--- src/ptbf_pkg.sv ---
// shared constants and helpers for the period to bcd frequency block
// no dependencies
package ptbf_pkg;

	// frequency in hundredths of a hertz is this over whole microseconds
	localparam int unsigned NUM_BITS = 27;
	localparam logic [NUM_BITS-1:0] HUND_PER_SEC_US = 27'd100000000;

	// quotient bits needed once the microsecond count is above the limit
	localparam int unsigned QUOT_BITS = 20;

	// at or below this many microseconds the result clamps
	localparam int unsigned SAT_US = 100;

	localparam int unsigned BCD_DIGITS = 6;
	localparam int unsigned BCD_BITS = 4 * BCD_DIGITS;
	localparam logic [BCD_BITS-1:0] BCD_ALL_NINES = 24'h999999;

	localparam logic [7:0] TPM_RESET = 8'd6;

	// queue between front and back
	localparam int unsigned FIFO_DEPTH = 4;
	localparam int unsigned FIFO_PTR_BITS = 2;
	localparam int unsigned FIFO_CNT_BITS = 3;

	// double dabble correction: add three to every digit of five or more
	function automatic logic [BCD_BITS-1:0] bcd_adjust(input logic [BCD_BITS-1:0] bcd);
		logic [BCD_BITS-1:0] res;
		logic [3:0] dig;
		res = bcd;
		for (int i = 0; i < BCD_DIGITS; i++) begin
			dig = bcd[4*i +: 4];
			if (dig >= 4'd5) begin
				res[4*i +: 4] = dig + 4'd3;
			end
		end
		return res;
	endfunction

endpackage

--- src/ptbf_front.sv ---
// front part: period to whole microseconds, one quotient bit per stage,
// plus classification of clamped results; uses ptbf_pkg
module ptbf_front import ptbf_pkg::*; #(
	parameter int unsigned PERIOD_BITS = 16
) (
	input  logic                   clk,
	input  logic                   arst_n,
	input  logic                   in_valid,
	output logic                   in_stall,
	input  logic [15:0]            period_ticks,
	input  logic [7:0]             tpm,
	input  logic                   q_full,
	output logic                   push,
	output logic [PERIOD_BITS-1:0] us,
	output logic                   sat
);

	localparam int unsigned PB = PERIOD_BITS;

	logic          v_s [PB];
	logic [PB-1:0] x_s [PB];
	logic [7:0]    r_s [PB];
	logic          z_s [PB];
	logic [31:0]   period_ext;
	logic          en;

	assign period_ext = {16'b0, period_ticks};

	// whole pipeline moves unless its last beat is blocked by a full queue
	assign en       = !v_s[PB-1] || !q_full;
	assign in_stall = !en;
	assign push     = v_s[PB-1] && !q_full;

	genvar k;
	generate
		for (k = 0; k < PB; k++) begin : g_stage
			logic          pv;
			logic [PB-1:0] px;
			logic [7:0]    pr;
			logic          pz;
			logic [8:0]    t;
			logic          qb;

			if (k == 0) begin : g_first
				assign pv = in_valid;
				assign px = period_ext[PB-1:0];
				assign pr = 8'd0;
				assign pz = (tpm == 8'd0);
			end else begin : g_next
				assign pv = v_s[k-1];
				assign px = x_s[k-1];
				assign pr = r_s[k-1];
				assign pz = z_s[k-1];
			end

			// one restoring division step
			assign t  = {pr, px[PB-1]};
			assign qb = (t >= {1'b0, tpm});

			always_ff @(posedge clk or negedge arst_n) begin
				if (!arst_n) begin
					v_s[k] <= 1'b0;
				end else if (en) begin
					v_s[k] <= pv;
				end
			end

			always_ff @(posedge clk) begin
				if (en) begin
					x_s[k] <= {px[PB-2:0], qb};
					r_s[k] <= qb ? 8'(t - {1'b0, tpm}) : t[7:0];
					z_s[k] <= pz;
				end
			end
		end
	endgenerate

	// classify: zero divisor, zero microseconds or too high a frequency
	assign us  = x_s[PB-1];
	assign sat = z_s[PB-1] || (x_s[PB-1] <= PB'(SAT_US));

endmodule

--- src/ptbf_fifo.sv ---
// short queue between front and back parts
// uses ptbf_pkg for depth constants
module ptbf_fifo import ptbf_pkg::*; #(
	parameter int unsigned WIDTH = 17
) (
	input  logic             clk,
	input  logic             arst_n,
	input  logic             push,
	input  logic [WIDTH-1:0] wr_data,
	output logic             full,
	input  logic             pop,
	output logic             not_empty,
	output logic [WIDTH-1:0] rd_data
);

	logic [WIDTH-1:0]         mem_q [FIFO_DEPTH];
	logic [FIFO_PTR_BITS-1:0] wr_ptr_q;
	logic [FIFO_PTR_BITS-1:0] rd_ptr_q;
	logic [FIFO_CNT_BITS-1:0] cnt_q;

	assign full      = (cnt_q == FIFO_CNT_BITS'(FIFO_DEPTH));
	assign not_empty = (cnt_q != '0);
	assign rd_data   = mem_q[rd_ptr_q];

	// pointers and fill count
	always_ff @(posedge clk or negedge arst_n) begin
		if (!arst_n) begin
			wr_ptr_q <= '0;
			rd_ptr_q <= '0;
			cnt_q    <= '0;
		end else begin
			if (push) begin
				wr_ptr_q <= wr_ptr_q + 1'b1;
			end
			if (pop) begin
				rd_ptr_q <= rd_ptr_q + 1'b1;
			end
			if (push && !pop) begin
				cnt_q <= cnt_q + 1'b1;
			end else if (pop && !push) begin
				cnt_q <= cnt_q - 1'b1;
			end
		end
	end

	// storage
	always_ff @(posedge clk) begin
		if (push) begin
			mem_q[wr_ptr_q] <= wr_data;
		end
	end

	a_cnt_range: assert property (@(posedge clk) disable iff (!arst_n)
		cnt_q <= FIFO_CNT_BITS'(FIFO_DEPTH))
		else $error("queue count out of range");

	a_no_overflow: assert property (@(posedge clk) disable iff (!arst_n)
		push |-> !full)
		else $error("push into full queue");

	a_no_underflow: assert property (@(posedge clk) disable iff (!arst_n)
		pop |-> not_empty)
		else $error("pop from empty queue");

endmodule

--- src/ptbf_back.sv ---
// back part: reciprocal division one bit per stage, then binary to bcd
// one bit per stage; uses ptbf_pkg
module ptbf_back import ptbf_pkg::*; #(
	parameter int unsigned PERIOD_BITS = 16
) (
	input  logic                   clk,
	input  logic                   arst_n,
	input  logic                   in_avail,
	output logic                   pop,
	input  logic [PERIOD_BITS-1:0] us,
	input  logic                   sat,
	output logic                   out_valid,
	input  logic                   out_stall,
	output logic [BCD_BITS-1:0]    bcd_frequency,
	output logic                   saturated
);

	localparam int unsigned PB = PERIOD_BITS;
	localparam int unsigned QB = QUOT_BITS;

	logic          dv_s [QB];
	logic [PB-1:0] dr_s [QB];
	logic [QB-1:0] dq_s [QB];
	logic [PB-1:0] dus_s [QB];
	logic          dsat_s [QB];

	logic                bv_s [QB];
	logic [BCD_BITS-1:0] bcd_s [QB];
	logic [QB-1:0]       bin_s [QB];
	logic                bsat_s [QB];

	logic en;

	assign en  = !bv_s[QB-1] || !out_stall;
	assign pop = in_avail && en;

	genvar k;
	generate
		// reciprocal divider: numerator bits are constants
		for (k = 0; k < QB; k++) begin : g_div
			logic          pv;
			logic [PB-1:0] pr;
			logic [QB-1:0] pq;
			logic [PB-1:0] pus;
			logic          psat;
			logic [PB:0]   t;
			logic          qb;

			if (k == 0) begin : g_first
				assign pv   = pop;
				assign pr   = PB'(HUND_PER_SEC_US >> QB);
				assign pq   = '0;
				assign pus  = us;
				assign psat = sat;
			end else begin : g_next
				assign pv   = dv_s[k-1];
				assign pr   = dr_s[k-1];
				assign pq   = dq_s[k-1];
				assign pus  = dus_s[k-1];
				assign psat = dsat_s[k-1];
			end

			assign t  = {pr, HUND_PER_SEC_US[QB-1-k]};
			assign qb = (t >= {1'b0, pus});

			always_ff @(posedge clk or negedge arst_n) begin
				if (!arst_n) begin
					dv_s[k] <= 1'b0;
				end else if (en) begin
					dv_s[k] <= pv;
				end
			end

			always_ff @(posedge clk) begin
				if (en) begin
					dr_s[k]   <= qb ? PB'(t - {1'b0, pus}) : t[PB-1:0];
					dq_s[k]   <= {pq[QB-2:0], qb};
					dus_s[k]  <= pus;
					dsat_s[k] <= psat;
				end
			end
		end

		// double dabble, one binary bit per stage
		for (k = 0; k < QB; k++) begin : g_bcd
			logic                pv;
			logic [BCD_BITS-1:0] pb;
			logic [QB-1:0]       pbin;
			logic                psat;
			logic [BCD_BITS-1:0] adj;

			if (k == 0) begin : g_first
				assign pv   = dv_s[QB-1];
				assign pb   = '0;
				assign pbin = dq_s[QB-1];
				assign psat = dsat_s[QB-1];
			end else begin : g_next
				assign pv   = bv_s[k-1];
				assign pb   = bcd_s[k-1];
				assign pbin = bin_s[k-1];
				assign psat = bsat_s[k-1];
			end

			assign adj = bcd_adjust(pb);

			always_ff @(posedge clk or negedge arst_n) begin
				if (!arst_n) begin
					bv_s[k] <= 1'b0;
				end else if (en) begin
					bv_s[k] <= pv;
				end
			end

			always_ff @(posedge clk) begin
				if (en) begin
					bcd_s[k]  <= {adj[BCD_BITS-2:0], pbin[QB-1]};
					bin_s[k]  <= {pbin[QB-2:0], 1'b0};
					bsat_s[k] <= psat;
				end
			end
		end
	endgenerate

	// result beat
	assign out_valid     = bv_s[QB-1];
	assign saturated     = bsat_s[QB-1];
	assign bcd_frequency = bsat_s[QB-1] ? BCD_ALL_NINES : bcd_s[QB-1];

	a_digits_ok: assert property (@(posedge clk) disable iff (!arst_n)
		(out_valid && !saturated) |->
		(bcd_frequency[23:20] <= 4'd9 && bcd_frequency[19:16] <= 4'd9 &&
		 bcd_frequency[15:12] <= 4'd9 && bcd_frequency[11:8] <= 4'd9 &&
		 bcd_frequency[7:4] <= 4'd9 && bcd_frequency[3:0] <= 4'd9))
		else $error("non decimal digit in result");

	a_pop_moves: assert property (@(posedge clk) disable iff (!arst_n)
		pop |=> dv_s[0])
		else $error("popped beat lost");

	a_hold_on_stall: assert property (@(posedge clk) disable iff (!arst_n)
		(out_valid && out_stall) |=> out_valid)
		else $error("stalled result dropped");

endmodule

--- src/period_to_bcd_frequency_top.sv ---
// Period to BCD frequency meter. Each period beat (timer ticks) is divided by
// ticks_per_microsecond, then 100000000 is divided by the microsecond count and
// the hundredths-of-hertz result is given as six packed BCD digits. Results at
// or above 10000.00 Hz, below one microsecond or from a zero divisor read
// 999999 with saturated set. One beat is taken every cycle unless in_stall is
// raised; beats pass the two bit-per-stage dividers with the four-entry queue
// between them, then the bit-per-stage BCD converter. The divisor register is
// written with cfg_wr_en and should only change while no beat is in flight.
module period_to_bcd_frequency_top import ptbf_pkg::*; #(
	parameter int unsigned PERIOD_BITS = 16
) (
	input  logic        clk,
	input  logic        arst_n,
	input  logic        cfg_wr_en,
	input  logic [7:0]  cfg_wr_data,
	input  logic        in_valid,
	output logic        in_stall,
	input  logic [15:0] period_ticks,
	output logic        out_valid,
	input  logic        out_stall,
	output logic [23:0] bcd_frequency,
	output logic        saturated
);

	logic [7:0]             tpm_q;
	logic                   q_full;
	logic                   push;
	logic [PERIOD_BITS-1:0] us;
	logic                   sat;
	logic                   q_avail;
	logic                   pop;
	logic [PERIOD_BITS:0]   q_rd;

	// divisor register
	always_ff @(posedge clk or negedge arst_n) begin
		if (!arst_n) begin
			tpm_q <= TPM_RESET;
		end else if (cfg_wr_en) begin
			tpm_q <= cfg_wr_data;
		end
	end

	ptbf_front #(.PERIOD_BITS(PERIOD_BITS)) u_front (
		.clk          (clk),
		.arst_n       (arst_n),
		.in_valid     (in_valid),
		.in_stall     (in_stall),
		.period_ticks (period_ticks),
		.tpm          (tpm_q),
		.q_full       (q_full),
		.push         (push),
		.us           (us),
		.sat          (sat)
	);

	ptbf_fifo #(.WIDTH(PERIOD_BITS + 1)) u_fifo (
		.clk       (clk),
		.arst_n    (arst_n),
		.push      (push),
		.wr_data   ({sat, us}),
		.full      (q_full),
		.pop       (pop),
		.not_empty (q_avail),
		.rd_data   (q_rd)
	);

	ptbf_back #(.PERIOD_BITS(PERIOD_BITS)) u_back (
		.clk           (clk),
		.arst_n        (arst_n),
		.in_avail      (q_avail),
		.pop           (pop),
		.us            (q_rd[PERIOD_BITS-1:0]),
		.sat           (q_rd[PERIOD_BITS]),
		.out_valid     (out_valid),
		.out_stall     (out_stall),
		.bcd_frequency (bcd_frequency),
		.saturated     (saturated)
	);

endmodule
--- config.mk ---
export PLATFORM = sky130hd
export DESIGN_NAME = period_to_bcd_frequency_top
export DESIGN_NICKNAME = d
export VERILOG_FILES = /design/src/ptbf_pkg.sv /design/src/ptbf_front.sv /design/src/ptbf_fifo.sv /design/src/ptbf_back.sv /design/src/period_to_bcd_frequency_top.sv
export SDC_FILE = /design/constraint.sdc
export NUM_CORES = 2
export LEC_CHECK = 0
export BUFFER_PORTS_ARGS = -buffer_cell sky130_fd_sc_hd__buf_4
export CORE_MARGIN = 2
export CORE_UTILIZATION = 60
export CTS_BUF_LIST = sky130_fd_sc_hd__clkbuf_8
export CTS_CLUSTER_SIZE = 28
export DETAILED_ROUTE_END_ITERATION = 10
export PLACE_DENSITY = 0.84
export SKIP_LAST_GASP = 1
export SYNTH_ARGS = -nofsm -noshare
export SYNTH_HDL_FRONTEND = slang
export SYNTH_SLANG_ARGS = --single-unit
--- constraint.sdc ---
create_clock -name clk -period 71.3 [get_ports clk]
set_input_delay 14.26 -clock clk [delete_from_list [all_inputs] [get_ports clk]]
set_output_delay 14.26 -clock clk [all_outputs]
set_load 0.02 [all_outputs]
==> flow_metrics.py <==
metrics = {
    "critical_path": {
        "crit_fanout": 187,
        "required_ps": 71900,
        "worstSetupStartpointType": "primary input",
        "reg2reg_depth": 6,
        "crit_type": "in2reg",
        "cp.arrival_ps": 18890,
        "startpoint": "out_stall",
        "r2r_start": "u_back.out_valid",
        "r2r_end": "u_back.dr_s[9][0]",
        "r2r_setup_slack_ps": 66000,
        "crit_path_end_kind": "flop",
    },
    "die": {
        "die_area_sq_um": 145000,
        "die_y_microns": 381,
        "core_sq_um": 141000,
        "rows": 138,
        "die_x_microns": 381,
        "ios": 56,
        "initial_core_util_pct": 60.3,
    },
    "placement": {
        "place_area_sq_um": 87900,
        "gp_congestion": 0.879,
        "portBuffers": 55,
        "dp_hpwl_microns": 92000,
    },
    "synth": {
        "synth.most_common_cell": "edfxtp_1",
        "ys.warnings.count": 0,
        "synth_cells": 6165,
        "synth-seq-cells": 1843,
        "synth_edf_count": 1772,
        "yosys-top-cells-area": "edfxtp_1 62%, ha_1 8.0%, mux2_2 3.4%, inv_1 2.6%, xnor2_1 2.1%",
        "synthTopCellsByCount": "1772 x edfxtp_1, 598 x inv_1, 542 x ha_1",
        "yosysTopAreaCellShare_pct": 62.5,
        "synthFlopType": "edfxtp_1",
        "syn-num-nets": 6769,
        "synth_top_area_cell": "edfxtp_1",
        "synth.distinct_cells": 85,
        "ys_seq_area_share_pct": 64.6,
        "synth_area_sq_um": 85200,
        "syn_avg_cell_area_sq_um": 13.8,
        "synthArstFlopShare_pct": 3.85,
    },
    "sta": {
        "tightest_slew_ps": 1200,
        "period_share_pct": 25.7,
        "setup_violations": 0,
        "slew_headroom_pct": 20.1,
        "finalClockSkew_ps": 98.1,
        "rsz0062_at_grt": "no",
        "max_clock_freq_ghz": 0.0547,
        "min_period_ps": 18290,
        "hold_viol_final": 0,
        "fin_tns_setup_ps": 0,
        "slew_viol_final": 0,
    },
    "global_route": {
        "antenna_found_initial": 1,
        "grt.total_usage_pct": 19.3,
        "grt_max_degree": 191,
        "grt_overflow": 0,
        "grt_pass1_wl_microns": 231000,
        "grt_pass1_vias": 48900,
    },
    "clock_network": {
        "clk_path_buf_depth": 4,
        "cts_setup_buffers": 0,
        "cts_tree": "built",
        "numCtsBuffers": 308,
        "path_clk_slew_ps": 60,
        "postCtsResizedCells": 0,
        "clock_latency_ps": 1000,
        "cts.sinks": 1843,
        "cts_hold_buf": 0,
        "cts_root_buf": "clkbuf_8",
        "h-tree-depth": 5,
    },
    "worst_hold_path": {
        "min_path_cells": 0,
        "hold_path_class": "reg2reg",
        "hold_start": "u_back.dq_s[3][3]",
        "whs_endpoint": "u_back.dq_s[4][4]",
    },
    "layout": {
        "layout-drive-gt1-share_pct": 12.1,
        "syn_to_final_growth_pct": 9.71,
        "final_core_util_pct": 66.2,
        "finalNetCount": 7090,
        "final_area_sq_um": 93400,
    },
    "detailed_routing": {
        "drtAntennaViolNets": 0,
        "drt-initial-drc-count": 3330,
        "dr_wl_met2_microns": 70800,
        "drcViolationCount": 0,
        "top_layer_used": "met4",
        "vias_per_cell": 5.60,
        "wl_met1_microns": 57800,
        "wl_microns": 140000,
        "first_pass_iters": 7,
        "vias": 48100,
        "dr_wl_met3_microns": 6050,
        "wl_per_cell_microns": 16.3,
    },
    "job": {
        "maxCapViolCount": 0,
    },
    "pwr": {
        "ir_worst_vdd_mv": 0.0611,
        "p_per_area_nw_per_um2": 50.8,
        "total_leakage_power_uw": 0.0381,
    },
    "status": {
        "outcome": "complete, no violations",
    },
}
[metrics by stage]
step	std cells	hold WS, ps	setup slack [ps]	power, uW
finish	8589	364	53010	4750
global route	8588	358	52640	5090
CTS	8587	356	53080	4770
detailed placement	8066	405	52000	3880
global placement	8066	400	52130	3780
floorplan	6165	400	16850	3440
[worst max path at each step]
| stage | end | slack [ps] |
|---|---|---|
| after detailed placement | u_back.bcd_s[4][4] | 52000 |
| after global placement | u_back.bcd_s[4][28] | 52130 |
| after floorplan | u_back.g_bcd[14].pv | 16850 |
| after CTS | u_back.dr_s[9][0] | 53080 |
| after global routing | u_back.bcd_s[4][75] | 52640 |
| final | u_back.dr_s[9][0] | 53010 |
[area by class of cell]
class	count	area (sq um)
timing repair buffer	79	631
fill	9521	47800
inverter	598	2250
tap	1890	2360
clock inverter	199	1090
antenna	2	5.00
clock buffer	322	4430
multi-input combinational	3656	27700
sequential	1843	55000
[per-layer routing]
metal,up-vias,global-route usage (%)
li1,23300,-
met1,23200,23.4
met2,1168,33.8
met3,410,3.03
met4,0,9.16
met5,-,0
[power breakdown]
part,leakage (uW),internal [uW],switching [uW]
clock,0.00311,452,399
combinational,0.0155,849,1020
sequential,0.0195,1810,220
[state kept, by name (all words and copies together), names as in the netlist, 2 cells and up]
name / count
u_back.bin_s: 190
u_back.g_bcd.pv: 20
u_back.dsat_s: 20
tpm_q: 8
u_back.dr_s: 304
u_back.bsat_s: 20
u_front.z_s: 16
u_fifo.wr_ptr_q: 2
u_front.r_s: 120
u_front.x_s: 256
u_back.dus_s: 304
u_fifo.mem_q: 68
u_front.g_stage.pv: 15
u_back.bcd_s: 264
u_fifo.rd_ptr_q: 2
u_fifo.cnt_q: 3
u_back.dq_s: 210
u_back.g_div.pv: 19
[logic make-up after synthesis]
kind of cell / Yosys count / synth area share [%]
compound gates: 1125 / 8.33
xor+xnor: 305 / 3.14
fa+ha+maj: 575 / 8.74
buf+inv: 666 / 2.99
flops: 1843 / 64.6
mux: 385 / 5.20
simple gates: 1266 / 7.03
[cell usage in the layout, fill, tap and decap left out, types with 26 or more instances in the layout]
cell	instances
edfxtp_1	1772
inv_1	672
ha_1	542
nand2_1	393
nor2_1	353
o21ai_0	344
clkbuf_8	322
a21oi_1	287
mux2_2	255
xnor2_1	203
nand2b_1	153
mux2i_1	104
xor2_1	102
nor2b_1	96
a21o_1	91
o21a_1	81
buf_4	76
clkinv_1	69
dfrtp_1	69
nand4_1	63
nand3_1	48
nor3_1	43
a21boi_0	40
clkinv_2	35
or2_2	34
fa_1	33
o31a_1	26
a31oi_1	26
a211oi_1	26
[critical path: stages]
cell and delay (ps):
buf_4 120, nand2_4 390, buf_12 700, buf_12 610, buf_4 860, buf_4 730, buf_4 780
Note: power is estimated with default switching activity, not from simulation.
